`src/hw/rtl/nibble_delta_table_decoder_unit_macros.svh`:
```
// Assertion macros shared by the decoder modules.
`ifndef NIBBLE_DELTA_TABLE_DECODER_UNIT_MACROS_SVH
`define NIBBLE_DELTA_TABLE_DECODER_UNIT_MACROS_SVH

// Same-cycle implication.
`define NDTD_ASSERT_IMPL(label, clk, rst, ante, cons) \
  label: assert property (@(posedge clk) disable iff (rst) (ante) |-> (cons)) \
    else $error("ndtd: same-cycle check failed");

// Next-cycle implication.
`define NDTD_ASSERT_NEXT(label, clk, rst, ante, cons) \
  label: assert property (@(posedge clk) disable iff (rst) (ante) |=> (cons)) \
    else $error("ndtd: next-cycle check failed");

`endif

```
`src/hw/rtl/ndtd_pkg.sv`:
```
package ndtd_pkg;

  localparam int NDTD_QUEUE_DEPTH = 2;

  localparam logic [1:0] FUNC_LOAD   = 2'd0;
  localparam logic [1:0] FUNC_DECODE = 2'd1;
  localparam logic [1:0] FUNC_SKIP   = 2'd2;

  localparam logic [3:0] STEP_CODE_MAX = 4'd14;

  localparam logic signed [15:0] SAT_MAX = 16'sh7fff;
  localparam logic signed [15:0] SAT_MIN = -16'sh8000;

  typedef logic signed [14:0] step_t;
  typedef logic signed [15:0] sum_t;

  typedef enum logic [1:0] {
    OP_LOAD   = 2'd0,
    OP_DECODE = 2'd1,
    OP_SKIP   = 2'd2
  } op_t;

  typedef struct packed {
    op_t                op;
    logic signed [31:0] start_value;
    step_t              step_hi;
    step_t              step_lo;
    sum_t               step_sum;
    logic               block_end;
  } cmd_t;

  localparam step_t STEP_TABLE [15] = '{
    -15'sd8192, -15'sd4096, -15'sd2048, -15'sd1024, -15'sd512, -15'sd256, -15'sd64,
    15'sd0, 15'sd64, 15'sd256, 15'sd512, 15'sd1024, 15'sd2048, 15'sd4096, 15'sd8192
  };

  function automatic step_t step_of(input logic [3:0] code);
    logic [3:0] clamped;
    clamped = (code > STEP_CODE_MAX) ? STEP_CODE_MAX : code;
    return STEP_TABLE[clamped];
  endfunction

endpackage

```
`src/hw/rtl/ndtd_if.sv`:
```
interface ndtd_in_if;
  logic               valid;
  logic               ready;
  logic [1:0]         func;
  logic signed [31:0] start_value;
  logic [7:0]         code_byte;
  logic               block_end;

  modport source (output valid, func, start_value, code_byte, block_end, input ready);
  modport sink (input valid, func, start_value, code_byte, block_end, output ready);
endinterface

interface ndtd_out_if;
  logic               valid;
  logic               ready;
  logic signed [15:0] sample;
  logic signed [31:0] running_total;
  logic               is_sample;
  logic               last;

  modport source (output valid, sample, running_total, is_sample, last, input ready);
  modport sink (input valid, sample, running_total, is_sample, last, output ready);
endinterface

```
`src/hw/rtl/ndtd_front.sv`:
```
module ndtd_front (
  ndtd_in_if.sink         request,
  input  logic            full,
  output logic            push,
  output ndtd_pkg::cmd_t  cmd
);
  import ndtd_pkg::*;

  step_t hi;
  step_t lo;
  logic  keep;

  always_comb begin
    hi = step_of(request.code_byte[7:4]);
    lo = step_of(request.code_byte[3:0]);
    cmd.op = OP_LOAD;
    keep = 1'b0;
    unique case (request.func)
      FUNC_LOAD: begin
        cmd.op = OP_LOAD;
        keep = 1'b1;
      end
      FUNC_DECODE: begin
        cmd.op = OP_DECODE;
        keep = 1'b1;
      end
      FUNC_SKIP: begin
        cmd.op = OP_SKIP;
        keep = 1'b1;
      end
      default: begin
        keep = 1'b0;
      end
    endcase
    cmd.start_value = request.start_value;
    cmd.step_hi = hi;
    cmd.step_lo = lo;
    cmd.step_sum = sum_t'(hi) + sum_t'(lo);
    cmd.block_end = request.block_end;
  end

  // drop unused function codes at the door
  assign request.ready = !full;
  assign push = request.valid && !full && keep;

endmodule

```
`src/hw/rtl/ndtd_queue.sv`:
```
`include "nibble_delta_table_decoder_unit_macros.svh"

module ndtd_queue #(
  parameter int Depth = ndtd_pkg::NDTD_QUEUE_DEPTH
) (
  input  logic            clk,
  input  logic            rst,
  input  logic            push,
  input  ndtd_pkg::cmd_t  din,
  output logic            full,
  input  logic            pop,
  output logic            head_valid,
  output ndtd_pkg::cmd_t  head
);
  import ndtd_pkg::*;

  localparam int PtrW = (Depth > 1) ? $clog2(Depth) : 1;
  localparam int CntW = $clog2(Depth + 1);

  cmd_t            mem [Depth];
  logic [PtrW-1:0] wr_ptr;
  logic [PtrW-1:0] rd_ptr;
  logic [CntW-1:0] count;

  function automatic logic [PtrW-1:0] ptr_inc(input logic [PtrW-1:0] p);
    return (p == PtrW'(Depth - 1)) ? '0 : p + 1'b1;
  endfunction

  always_ff @(posedge clk) begin
    if (push) begin
      mem[wr_ptr] <= din;
    end
  end

  always_ff @(posedge clk) begin
    if (rst) begin
      wr_ptr <= '0;
      rd_ptr <= '0;
      count <= '0;
    end else begin
      if (push) begin
        wr_ptr <= ptr_inc(wr_ptr);
      end
      if (pop) begin
        rd_ptr <= ptr_inc(rd_ptr);
      end
      case ({push, pop})
        2'b10: count <= count + 1'b1;
        2'b01: count <= count - 1'b1;
        default: count <= count;
      endcase
    end
  end

  assign full = (count == CntW'(Depth));
  assign head_valid = (count != '0);
  assign head = mem[rd_ptr];

  `NDTD_ASSERT_IMPL(a_push_not_full, clk, rst, push, !full)
  `NDTD_ASSERT_IMPL(a_pop_not_empty, clk, rst, pop, head_valid)
  `NDTD_ASSERT_NEXT(a_count_up, clk, rst, push && !pop, count == $past(count) + 1'b1)

endmodule

```
`src/hw/rtl/ndtd_back.sv`:
```
`include "nibble_delta_table_decoder_unit_macros.svh"

module ndtd_back (
  input  logic            clk,
  input  logic            rst,
  input  logic            head_valid,
  input  ndtd_pkg::cmd_t  head,
  output logic            pop,
  ndtd_out_if.source      result
);
  import ndtd_pkg::*;

  logic signed [31:0] acc;
  logic               phase;
  logic               phase_next;
  logic               out_valid;
  logic signed [15:0] out_sample;
  logic signed [31:0] out_total;
  logic               out_is_sample;
  logic               out_last;

  logic               out_free;
  logic               emit;
  logic               acc_en;
  logic               load_en;
  logic               is_skip;
  sum_t               step_sel;
  logic signed [31:0] acc_next;
  logic signed [15:0] sat;

  assign out_free = !out_valid || result.ready;
  assign is_skip = (head.op == OP_SKIP);

  always_comb begin
    if (is_skip) begin
      step_sel = head.step_sum;
    end else if (phase) begin
      step_sel = sum_t'(head.step_lo);
    end else begin
      step_sel = sum_t'(head.step_hi);
    end
    acc_next = acc + 32'(step_sel);
    if ((&acc_next[31:15]) || !(|acc_next[31:15])) begin
      sat = acc_next[15:0];
    end else begin
      sat = acc_next[31] ? SAT_MIN : SAT_MAX;
    end
  end

  always_comb begin
    pop = 1'b0;
    emit = 1'b0;
    acc_en = 1'b0;
    load_en = 1'b0;
    phase_next = phase;
    if (head_valid) begin
      unique case (head.op)
        OP_LOAD: begin
          pop = 1'b1;
          load_en = 1'b1;
        end
        OP_DECODE: begin
          if (out_free) begin
            emit = 1'b1;
            acc_en = 1'b1;
            if (phase) begin
              pop = 1'b1;
              phase_next = 1'b0;
            end else begin
              phase_next = 1'b1;
            end
          end
        end
        OP_SKIP: begin
          if (!head.block_end || out_free) begin
            pop = 1'b1;
            acc_en = 1'b1;
            emit = head.block_end;
          end
        end
        default: begin
          pop = 1'b0;
        end
      endcase
    end
  end

  always_ff @(posedge clk) begin
    if (rst) begin
      acc <= '0;
      phase <= 1'b0;
      out_valid <= 1'b0;
    end else begin
      if (load_en) begin
        acc <= head.start_value;
      end else if (acc_en) begin
        acc <= acc_next;
      end
      phase <= phase_next;
      if (emit) begin
        out_valid <= 1'b1;
      end else if (result.ready) begin
        out_valid <= 1'b0;
      end
    end
  end

  always_ff @(posedge clk) begin
    if (emit) begin
      out_sample <= is_skip ? '0 : sat;
      out_total <= acc_next;
      out_is_sample <= !is_skip;
      out_last <= is_skip || (phase && head.block_end);
    end
  end

  assign result.valid = out_valid;
  assign result.sample = out_sample;
  assign result.running_total = out_total;
  assign result.is_sample = out_is_sample;
  assign result.last = out_last;

  `NDTD_ASSERT_IMPL(a_phase_on_decode, clk, rst, phase, head_valid && head.op == OP_DECODE)
  `NDTD_ASSERT_IMPL(a_report_shape, clk, rst, out_valid && !out_is_sample,
                    out_last && out_sample == '0)
  `NDTD_ASSERT_IMPL(a_emit_has_room, clk, rst, emit, out_free && head_valid)

endmodule

```
`src/hw/rtl/nibble_delta_table_decoder_unit.sv`:
```
// Timing: a request sits at the queue head in the cycle after acceptance (empty queue); its
// first result, if any, is loaded into the output register as soon as that register is free.
// Flow: decode gives two samples per request, hi then lo, one sample per cycle while the
// single output register is free; load pops at once; unused codes are dropped at input.
// Reset: synchronous rst clears the accumulator, the queue and the output valid.
module nibble_delta_table_decoder_unit #(
  parameter int QueueDepth = ndtd_pkg::NDTD_QUEUE_DEPTH
) (
  input  logic        clk,
  input  logic        rst,
  ndtd_in_if.sink     request,
  ndtd_out_if.source  result
);
  import ndtd_pkg::*;

  cmd_t front_cmd;
  cmd_t head;
  logic push;
  logic full;
  logic pop;
  logic head_valid;

  ndtd_front u_front (
    .request (request),
    .full    (full),
    .push    (push),
    .cmd     (front_cmd)
  );

  ndtd_queue #(
    .Depth (QueueDepth)
  ) u_queue (
    .clk        (clk),
    .rst        (rst),
    .push       (push),
    .din        (front_cmd),
    .full       (full),
    .pop        (pop),
    .head_valid (head_valid),
    .head       (head)
  );

  ndtd_back u_back (
    .clk        (clk),
    .rst        (rst),
    .head_valid (head_valid),
    .head       (head),
    .pop        (pop),
    .result     (result)
  );

endmodule
```
`src/flat_wrapper.sv`:
```
// flat-port wrapper written by rule: the top's interface ports become plain ports
module nibble_delta_table_decoder_unit_flat import ndtd_pkg::*;
#(
  parameter int QueueDepth = ndtd_pkg::NDTD_QUEUE_DEPTH
)
  (clk, rst, request_valid, request_func, request_start_value, request_code_byte, request_block_end, request_ready, result_valid, result_sample, result_running_total, result_is_sample, result_last, result_ready);
  ndtd_in_if request_i ();
  ndtd_out_if result_i ();
  input  logic clk;
  input  logic rst;
  input wire logic [$bits(request_i.valid)-1:0] request_valid;
  input wire logic [$bits(request_i.func)-1:0] request_func;
  input wire logic [$bits(request_i.start_value)-1:0] request_start_value;
  input wire logic [$bits(request_i.code_byte)-1:0] request_code_byte;
  input wire logic [$bits(request_i.block_end)-1:0] request_block_end;
  output wire logic [$bits(request_i.ready)-1:0] request_ready;
  output wire logic [$bits(result_i.valid)-1:0] result_valid;
  output wire logic [$bits(result_i.sample)-1:0] result_sample;
  output wire logic [$bits(result_i.running_total)-1:0] result_running_total;
  output wire logic [$bits(result_i.is_sample)-1:0] result_is_sample;
  output wire logic [$bits(result_i.last)-1:0] result_last;
  input wire logic [$bits(result_i.ready)-1:0] result_ready;
  assign request_i.valid = request_valid;
  assign request_i.func = request_func;
  assign request_i.start_value = request_start_value;
  assign request_i.code_byte = request_code_byte;
  assign request_i.block_end = request_block_end;
  assign request_ready = request_i.ready;
  assign result_valid = result_i.valid;
  assign result_sample = result_i.sample;
  assign result_running_total = result_i.running_total;
  assign result_is_sample = result_i.is_sample;
  assign result_last = result_i.last;
  assign result_i.ready = result_ready;
  nibble_delta_table_decoder_unit #(.QueueDepth(QueueDepth)) u_core (.clk(clk), .rst(rst), .request(request_i), .result(result_i));
endmodule
```
`config.mk`:
```
export PLATFORM = sky130hd
export DESIGN_NAME = nibble_delta_table_decoder_unit_flat
export DESIGN_NICKNAME = d
export VERILOG_FILES = /design/src/hw/rtl/ndtd_pkg.sv /design/src/hw/rtl/ndtd_if.sv /design/src/hw/rtl/ndtd_front.sv /design/src/hw/rtl/ndtd_queue.sv /design/src/hw/rtl/ndtd_back.sv /design/src/hw/rtl/nibble_delta_table_decoder_unit.sv /design/src/flat_wrapper.sv
export VERILOG_INCLUDE_DIRS = /design/src /design/src/hw/rtl
export SDC_FILE = /design/constraint.sdc
export NUM_CORES = 1
export LEC_CHECK = 0
export ABC_AREA = 1
export ABC_CLOCK_PERIOD_IN_PS = 9400
export BUFFER_PORTS_ARGS = -buffer_cell sky130_fd_sc_hd__buf_2
export CORE_ASPECT_RATIO = 1.75
export CORE_MARGIN = 5
export CORE_UTILIZATION = 40
export DETAILED_ROUTE_END_ITERATION = 8
export PLACE_DENSITY = 0.6
export SYNTH_ARGS = -nofsm -noshare
export SYNTH_HDL_FRONTEND = slang
export SYNTH_SLANG_ARGS = --single-unit
```
`constraint.sdc`:
```
create_clock -name clk -period 9.4 [get_ports clk]
set_clock_uncertainty 0.05 [all_clocks]
set_input_delay 0.47 -clock clk [delete_from_list [all_inputs] [get_ports clk]]
set_output_delay 0.47 -clock clk [all_outputs]
set_load 0.01 [all_outputs]
```
# Word-level counts from Yosys, hierarchy flattened
# Memories as Yosys holds them, arrays and structs flattened. A register that Yosys moved wholly into a read port is not among the register bits.
# Index checks and enable logic that the tools add are counted.
dict set report op_classes {
  n_addsub 6
  n_mul 0
  div_mod_pow 0
  magnitude_cmp 4
  n_eq_ne 7
  shifts 0
  muxes 37
  bitwise 2
  reduce_logical 22
}
# cell count
set ops {}
lappend ops {{16-bit two-way mux} 4}
lappend ops {{32-bit two-way mux} 2}
lappend ops {{15-bit two-way mux} 4}
lappend ops {{32-bit by 16-bit adder with 32-bit output} 1}
lappend ops {{1-bit two-way mux} 20}
lappend ops {{17-bit AND reduction} 1}
lappend ops {{17-bit OR reduction} 1}
lappend ops {{15-bit by 15-bit adder with 16-bit output} 1}
lappend ops {{5-bit greater-or-equal comparator, second input constant} 2}
lappend ops {{4-bit NOT with 5-bit output} 2}
lappend ops {{2-bit equality test, second input constant} 4}
lappend ops {{4-bit > comparator, second input constant} 2}
lappend ops {{4-bit two-way mux} 2}
lappend ops {{2-bit case mux with 2 select lines} 2}
lappend ops {{2-bit nonzero test} 4}
lappend ops {{2-bit by 1-bit equality test with 1-bit output, second input constant} 3}
lappend ops {{1-bit zero test} 5}
lappend ops {{2-bit zero test} 2}
lappend ops {{1-bit logical OR} 4}
lappend ops {{1-bit case mux with 2 select lines} 2}
lappend ops {{1-bit logical AND} 3}
lappend ops {{1-bit case mux with 3 select lines} 1}
lappend ops {{3-bit AND reduction} 1}
lappend ops {{3-bit OR reduction} 1}
lappend ops {{other kinds (3)} 4}
dict set report totals {
  register_bits 88
  latch_bits 0
  ramBits 162
  romBits 480
  word_cells 91
  mem_count 3
}
# memory words word_bits read_ports rd_ports_with_merged_regs write_ports line_no
set memory_table {}
lappend memory_table {{(no name shown)} 16 15 1 0 0 ndtd_pkg.sv:40} ;# return STEP_TABLE[clamped];
lappend memory_table {{(no name shown)} 16 15 1 0 0 ndtd_pkg.sv:40}
lappend memory_table {u_core.u_queue.mem 2 81 1 1 1 ndtd_queue.sv:20} ;# cmd_t mem [Depth];

# Logic depth before layout (Yosys ltp)
# Gate-level depths: netlist of run 1.
dict set report logic_depth {
  word_depth 8
  depth_mapped 31
  mapped_depth_nobuf 28
}

# Cells and area by module
# Synthesis of run 1 repeated with hierarchy kept, for this count alone.
dict set report unflattened {
  hier_cells 1435
  hier_area_um2 13955.9
}
# mod n_inst cells_per_inst area_per_inst_um2
set by_module_without_submodules {}
lappend by_module_without_submodules {ndtd_queue 1 285 6473.7}
lappend by_module_without_submodules {ndtd_back 1 939 6264.8}
lappend by_module_without_submodules {ndtd_front 1 211 1217.4}

# Least setup slack after synthesis of run 1
# No wires, ideal clock.
dict set report synth_timing {
  path_kind {register to register}
  startpoint {reg with a tool-made name}
  endpoint {reg u_core.u_back.out_sample[0] (netlist: u_core.u_back.result.sample[0]), data pin}
  t_arrival_ps 3929
  required_time_ps 9081
  slack_ps 5153
  stages_incl_launch_ff 30
  n_path_buf 5
  synth_period_minus_slack_ps 4247
  cell_sequence {dfxtp_1 > buf_4 > clkbuf_1 > clkbuf_1 > o21ai_0 > inv_1 > ha_1 > clkbuf_1 > o21ai_0 > o22ai_1 > ha_1 > inv_1 > fa_1 > inv_1 > nand3_1 > nand2_1 > nand2_1 > nand2_1 > nand2_1 > nand2_1 > nand2_1 > nand2_1 > inv_2 > nor2_2 > nand2_1 > nor2_2 > nand3_2 > nand2_2 > buf_8 > a21oi_2}
}
# element line_no
set synth_rtl {}
lappend synth_rtl {{end signal: assignment} ndtd_back.sv:110} ;# out_sample <= is_skip ? '0 : sat;
lappend synth_rtl {{end: declaration} ndtd_back.sv:17} ;# logic signed [15:0] out_sample;

==> impl_results.md, run 1 <==
- DRC viols: 0
- Die width: 134.6 um
- Worst-Skew Late Latency: between 0.5 and 0.6 ns
- Top-count cell post-synth: nand2_1
- CTS Hold Bufs: 0
- Yosys warning count: 0
- Tmin final: roughly 5.9 ns
- Achievable Freq: between 150 and 200 MHz
- Initial Utilization: 40.21%
- Finish-stage setup viols: 0
- CORE AREA: 0.02703 mm2
- Crit end category: flop
- Synthesized instance count: 1157
- Layout area overhead: 13.54%
- Gpl congestion: 0.9346
- IO buf count: 98
- Main synth FF type: edfxtp_1
- Reg2Reg Setup Slack: 3.54 ns
- Hold Crit Class: in -> reg
- Required time worst endpoint: about 9.6 ns
- Pins over their slew limit: 0
- Post-synthesis mux area share: 0.09210%
- Post-synthesis async set-or-reset flop share: 0%
- GRT overflow: 0
- Setup bufs post-CTS: 0
- Worst Max-Slew Pin Slew: ~1.2 ns
- Post-synthesis compound-gate area fraction: around 11%
- Initial antenna violation count: 1
- PwrDens: 353.3 mW/mm2
- Top post-synthesis cells by count: nand2_1 (324), edfxtp_1 (176), inv_1 (131), nor2_1 (75), a21oi_1 (53)
- CTS root buf: clkbuf_16
- TritonCTS clock tree: done
- Crit path launch type: flop
- Placed insts: 1555
- Synth cell types: 48
- WP data arrival: 6.06 ns
- Dominant cells by area after synthesis: edfxtp_1 (49%), nand2_1 (11%), dfxtp_1 (7.2%)
- Rel. slew slack: a little under a quarter
- Max VDD drop: roughly 190 uV
- Resize count post-CTS: 0
- Setup slack after layout: between 3 and 4 ns
- Top cell type by total area after synthesis: edfxtp_1
- Layout cells sized above 1: 16.94%
- Syn Area/Cell: 9.393 um2
- Syn nets: 1248
- Vias in the first global route: 8249
- Remaining antenna violation count: 0
- Worst-path clk slew: 0.07 ns
- Crit path max fanout: 64
- Post-Synth XOR/XNOR Area: roughly 1.1%
- Leak: 5.212 nW
- Via density: 5.216
- All-layer global routing usage: 18.41%
- Row count: 80
- Simple-Gate Fraction of Synth Area: 20.45%
- Nets: between 1000 and 1500
- DR vias: 8304
- Synth top area share: 48.63%
- Post-synth EDFFs: 176
- Hold_ws: about 0.084 ns
- Crit path kind: reg -> reg
- CTS H-tree depth: 1
- Boundary Pins: 99
- Post-route clock period utilization: 62.37%
- WL/cell: approximately 18 um
- Fin util: 45.66%
- 1st-iter DRT viols: 465
- First-pass GRT wire length: between 40000 and 50000 um
- Setup WS pre-CTS: 3.551 ns
- Final Hold Vio Count: 0
- Synthesized-area fraction occupied by adder cells: approximately 5.2%
- Unrepaired setup endpoints after global routing: false
- Pre-antenna DRT Iters: 5
- Final wirelength: between 20000 and 30000 um
- Die H: 228.1 um
- Post-Syn Area: 0.01087 mm2
- Synthesis-stage register bit count: ~220
- Finished Layout Cells: 1592
- Main combinational cell family by area after synthesis: simple AND/OR/NAND/NOR gates
- Register area share after synthesis: 55.81%
- CTS sink cnt: 215
- Inserted Clock Buffers: 20
- Max_cap viols: 0
- Status: complete, no violations
- Total Neg Setup Slack: 0 ns
- Post-DP HPWL: 21210 um
- Clock Tree Buf Depth: 3
- Die area: 0.03070 mm2
- Largest net degree at the start of global routing: 65
## kinds of logic after synthesis
family	count (synthesis)
buffers and inverters	172
and+or+nand+nor	518
adders and majority gates	44
AOI/OAI and AO/OA	193
muxes	1
DFF	215
xor gates and xnor gates	14
## worst max-delay path, stage by stage, from the launching register on
cell and delay (ns):
dfxtp_2 0.31, buf_4 0.51, inv_2 0.18, or2_2 0.31, o21ai_0 0.14, inv_1 0.11, ha_1 0.19, buf_4 0.25
inv_1 0.20, nor2_1 0.07, o21ai_0 0.10, nand2_1 0.49, ha_1 0.66, nand2_2 0.14, nor2_1 0.27, nand3_1 0.20
nand4_1 0.11, nand2_1 0.15, nor2_1 0.23, nand3_1 0.12, nor2_2 0.17, nand3_2 0.13, nand2_2 0.34, a21oi_1 0.14
## flip-flops by register name, summed over array words and instances (netlist names), named ones only
| name | cells |
|---|---|
| u_core.u_back.acc | 32 |
| u_core.u_back.phase | 1 |
| u_core.u_back.result.is_sample | 1 |
| u_core.u_back.result.last | 1 |
| u_core.u_back.result.running_total | 32 |
| u_core.u_back.result.sample | 16 |
| u_core.u_back.result.valid | 1 |
| u_core.u_queue.count | 2 |
| u_core.u_queue.mem | 126 |
| u_core.u_queue.rd_ptr | 1 |
| u_core.u_queue.wr_ptr | 1 |
## placed cells by master (no fill, tap or decap), types with 2 or more instances in the layout
cell        instances
clkinvlp_4          2
xor2_1             11
inv_1             130
nand2_2            19
o22ai_1             9
a21oi_1            52
or2_2              26
a31oi_1            31
buf_4               8
clkbuf_1            2
dfxtp_1            38
nor3_1              2
a21o_1              3
nor2_4              3
o211ai_1           26
nand3_2             4
o21ai_0            42
clkinv_1            3
o21bai_1            3
clkbuf_16          20
nor3_2              3
nand3_1            44
fa_1                2
bufinv_16           2
o31ai_1             3
nor2_2              5
inv_2               5
buf_2              98
a32o_1              9
xnor2_1             3
nand2_1           324
nor2_1             71
nand4_1            12
ha_1               42
edfxtp_1          176
a21oi_2             9
clkinv_2            5
## report_power, final
| part | internal, mW | switching [mW] | leakage [nW] | total, mW |
|---|---|---|---|---|
| logic | 0.627 | 1.51 | 2.94 | 2.14 |
| registers | 1.32 | 0.0837 | 1.95 | 1.40 |
| clock network | 0.459 | 0.359 | 0.320 | 0.818 |
## routing by layer
metal | part of all wire, % | global-route usage [%] | wire length (um)
met1 | 35 | 18.21 | 9906
met2 | 57 | 36.65 | 16340
met3 | 2.7 | 1.940 | 778
met4 | 5.1 | 9.363 | 1438
met5 | 0 | 0 | 0
## final cells by class
| type | instances | area, um2 |
|---|---|---|
| diodes | 1 | 2.502 |
| clock buffers | 23 | 521.8 |
| clock inverters | 13 | 135.1 |
| fillers | 2601 | 14690 |
| inverters | 136 | 510.5 |
| multi-input cells | 770 | 4141 |
| flip-flops and latches | 215 | 6067 |
| well taps | 328 | 410.4 |
| repair buffers | 106 | 550.5 |
## per-stage QoR
stage,power [mW],area (um2)
global route,4.654,12340
finish,4.359,12340
CTS,4.387,12340
detailed placement,3.564,11680
floorplan,2.891,10870
global placement,3.536,11680
## worst paths after layout
kind / start / to / cells after the start
worst max-delay path: flop / u_core.u_back.result.sample[2] / 23
worst min-delay path: request_start_value[27] / u_core.u_queue.mem[1][74] / 1
worst max register to register: flop / u_core.u_back.result.sample[2] / 23
worst min register to register: u_core.u_queue.rd_ptr / flop / 1
Power figures use the tool's default switching activity.
==> run 2, diff against run 1 <==
- ABC_AREA: 1 -> 0
- ABC_CLOCK_PERIOD_IN_PS: 9400 -> 5050
- PLACE_DENSITY: 0.6 -> 0.63
- clock period: 9.4 -> 5.05 ns (I/O delays scaled with it)
==> run 2 against run 1 <==
- setup slack worse by 3.2 ns
- synthesized cell count is 29% lower
- final cell count is 18% lower
- clock power is 110% higher
- non-clock buffer count is 55 higher
- first-iteration DRC count is 1.5% lower
- die area is 6.0% lower
- count of clock-buffer cells in the layout is 2 higher
- hold slack better by 0.041 ns
- critical path depth is 8 lower
- global-route usage is 1.9 points lower
- combinational power is 66% higher
==> impl_results.md, run 2 <==
- DRC viols: 0
- CTS H-tree depth: 1
- Required time worst endpoint: around 5.3 ns
- Initial Utilization: 40.46%
- Inserted Clock Buffers: 21
- Crit end category: flop
- Synth top area share: approximately half
- Post-synth EDFFs: 176
- Layout cells sized above 1: 20.98%
- Vias in the first global route: 6750
- Largest register FFs: 126
- Hold Crit Class: in -> reg
- Synthesized-area fraction occupied by adder cells: about 5.6%
- Worst path max stage delay: 0.54 ns
- Total Neg Setup Slack: 0 ns
- WL/cell: 18.47 um
- Buf/Inv on CP: 3
- WP data arrival: 4.90 ns
- First-pass GRT wire length: 37370 um
- Post-Syn Area: ~0.01 mm2
- Die area: 0.02885 mm2
- Crit path max fanout: 52
- Boundary Pins: 99
- Top reg by flops: u_core.u_queue.mem
- Achievable Freq: approximately 210 MHz
- Number of fill cells: 2199
- Initial antenna violation count: 0
- Row count: 77
- Fin util: around 50%
- TritonCTS clock tree: done
- CTS sink cnt: about 220
- Top-count cell post-synth: edfxtp_1
- Dominant cells by area after synthesis: edfxtp_1 (52%), dfxtp_1 (7.7%), ha_1 (5.2%)
- Final wirelength: 23970 um
- Die H: 221.0 um
- Rel. slew slack: 40.44%
- CTS root buf: clkbuf_16
- Unrepaired setup endpoints after global routing: false
- PwrDens: 634.2 mW/mm2
- FF+latch area: 0.006067 mm2
- IO buf count: 98
- Gpl congestion: 0.9310
- Post-synthesis mux area share: 6.948%
- Pre-antenna DRT Iters: 7
- Setup slack after layout: 0.3549 ns
- Crit-path most repeated cell: buf_4
- GRT overflow: 0
- Largest net degree at the start of global routing: 64
- Post-synthesis compound-gate area fraction: 11.68%
- CP top delay family: simple AND/OR/NAND/NOR gates
- Top cell type by total area after synthesis: edfxtp_1
- Worst-path clk slew: 0.07 ns
- Number of diodes: 0
- Synthesis-stage register bit count: 215
- Worst-Skew Late Latency: 0.53 ns
- Final Hold Vio Count: 0
- All-layer global routing usage: between 10% and 20%
- Clock Tree Buf Depth: 3
- Crit path kind: reg -> reg
- Synth cell types: 67
- Multi-input gate area: between 0.003 and 0.004 mm2
- Main synth FF type: edfxtp_1
- Worst-path cell chain: buf_12 > mux4_2 > nor2_1 > a21oi_4 > ha_1 > buf_4 > and2_1 > a21boi_0 > nand3_1 > xor2_1 > buf_4 > or4b_1 > nor4b_2 > a41o_4 > a21oi_1
- Status: complete, no violations
- CP max stage cell: mux4_2
- Via density: between 5 and 6
- Post-synthesis async set-or-reset flop share: 0%
- Pins over their slew limit: 0
- Area post-placement: 0.01115 mm2
- Post-DP HPWL: roughly 17000 um
- Most frequent cells in the layout: edfxtp_1 (176), buf_2 (98), nor2_1 (79)
- Post-route clock period utilization: 92.97%
- Leak: 4.705 nW
- Max VDD drop: 375.4 uV
- Tmin final: 4.695 ns
- Setup WS pre-CTS: 0.01398 ns
- CORE AREA: between 0.02 and 0.03 mm2
- Syn Area/Cell: about 12 um2
- Main combinational cell family by area after synthesis: compound AO/OA/AOI/OAI gates
- Leading cell type in the layout, fill and taps excluded: edfxtp_1
- Die width: 130.6 um
- Synthesized instance count: slightly above 800
- Register area share after synthesis: 59.62%
- Yosys warning count: 0
- 1st-iter DRT viols: 458
- Remaining antenna violation count: 0
- Nets: 1058
- Max_cap viols: 0
- Post-Synth XOR/XNOR Area: 2.828%
- Top post-synthesis cells by count: edfxtp_1 (176), nor2_1 (81), a21oi_1 (64), ha_1 (42), nand2_1 (41)
- Syn nets: 910
- Worst Max-Slew Pin Slew: roughly 0.89 ns
- DR vias: 6820
- Post-route cell area: 0.01232 mm2
- Layout area overhead: 21.11%
- Finish-stage setup viols: 0
- Hold Startpoint: result_ready
- Simple-Gate Fraction of Synth Area: 10.46%
- Crit path launch type: flop
==> run 2: changes by cell type after synthesis, sizes merged, moves of 11 or more <==
cell	change
nand3	-27
xnor2	+18
mux2	+11
o211ai	-23
inv	-97
a31oi	-27
or2	-24
mux2i	+37
a21o	+11
nand2	-303
==> run 2: layout make-up <==
class | instances | area share, %
Clock inverter | 13 | 1.685
Multi-Input combinational cell | 529 | 31.55
Timing Repair Buffer | 161 | 8.732
Clock buffer | 25 | 4.386
Tap cell | 316 | 3.208
Sequential cell | 215 | 49.23
Inverter | 39 | 1.208
==> run 2: stage by stage <==
stage	instances	power, mW	hold slack (ns)
after floorplan	819	4.957	0.3014
after detailed placement	1223	6.046	0.3914
after global placement	1223	6.021	0.3908
after CTS	1296	7.813	0.1122
after global routing	1298	8.296	0.1198
final	1298	7.815	0.1254
==> run 2: report_power, final <==
part	internal, mW	total, mW	switching, mW
logic	1.38	3.55	2.18
clock network	1.03	1.70	0.670
registers	2.43	2.56	0.132
==> run 2: worst register-to-register path: stages, from the launching register on <==
cell	delay (ns)
dfxtp_2	0.39
buf_12	0.34
mux4_2	0.60
nor2_1	0.22
a21oi_4	0.12
ha_1	0.33
buf_4	0.16
and2_1	0.16
a21boi_0	0.37
nand3_1	0.14
xor2_1	0.17
buf_4	0.14
or4b_1	0.54
nor4b_2	0.25
a41o_4	0.35
a21oi_1	0.09
==> run 2: worst paths after layout <==
kind / to / slack [ns] / cells past startpoint
max: u_core.u_back.result.sample[13] / 0.35 / 15
min: u_core.u_back.result.valid / 0.13 / 3
max reg2reg: u_core.u_back.result.sample[13] / 0.35 / 15
min reg2reg: u_core.u_back.result.running_total[5] / 0.41 / 0
==> run 2: metal layers <==
metal / up-vias / part of all wire [%] / GRT usage [%]
met3: 40 / 4.4 / 2.268
met2: 148 / 54 / 30.03
li1: 3359 / - / -
met1: 3273 / 39 / 19.58
met4: 0 / 2.9 / 5.646
met5: - / 0 / 0
==> run 2: logic make-up (layout without fill, tap and decap cells) <==
family	count (synthesis)	count (layout)
xor gates and xnor gates	32	32
buffers and inverters	75	238
and+or+nand+nor	216	216
adders and majority gates	44	44
DFF	215	215
AOI/OAI and AO/OA	179	179
muxes	58	58
==> run 2: timing repair <==
item	in CTS	in global routing
endpoints found under the setup margin	15	15
resized for setup	1	7
endpoints found under the hold margin	70	0
hold buffers	35	0
pin swaps	1	0
setup buffers	0	2
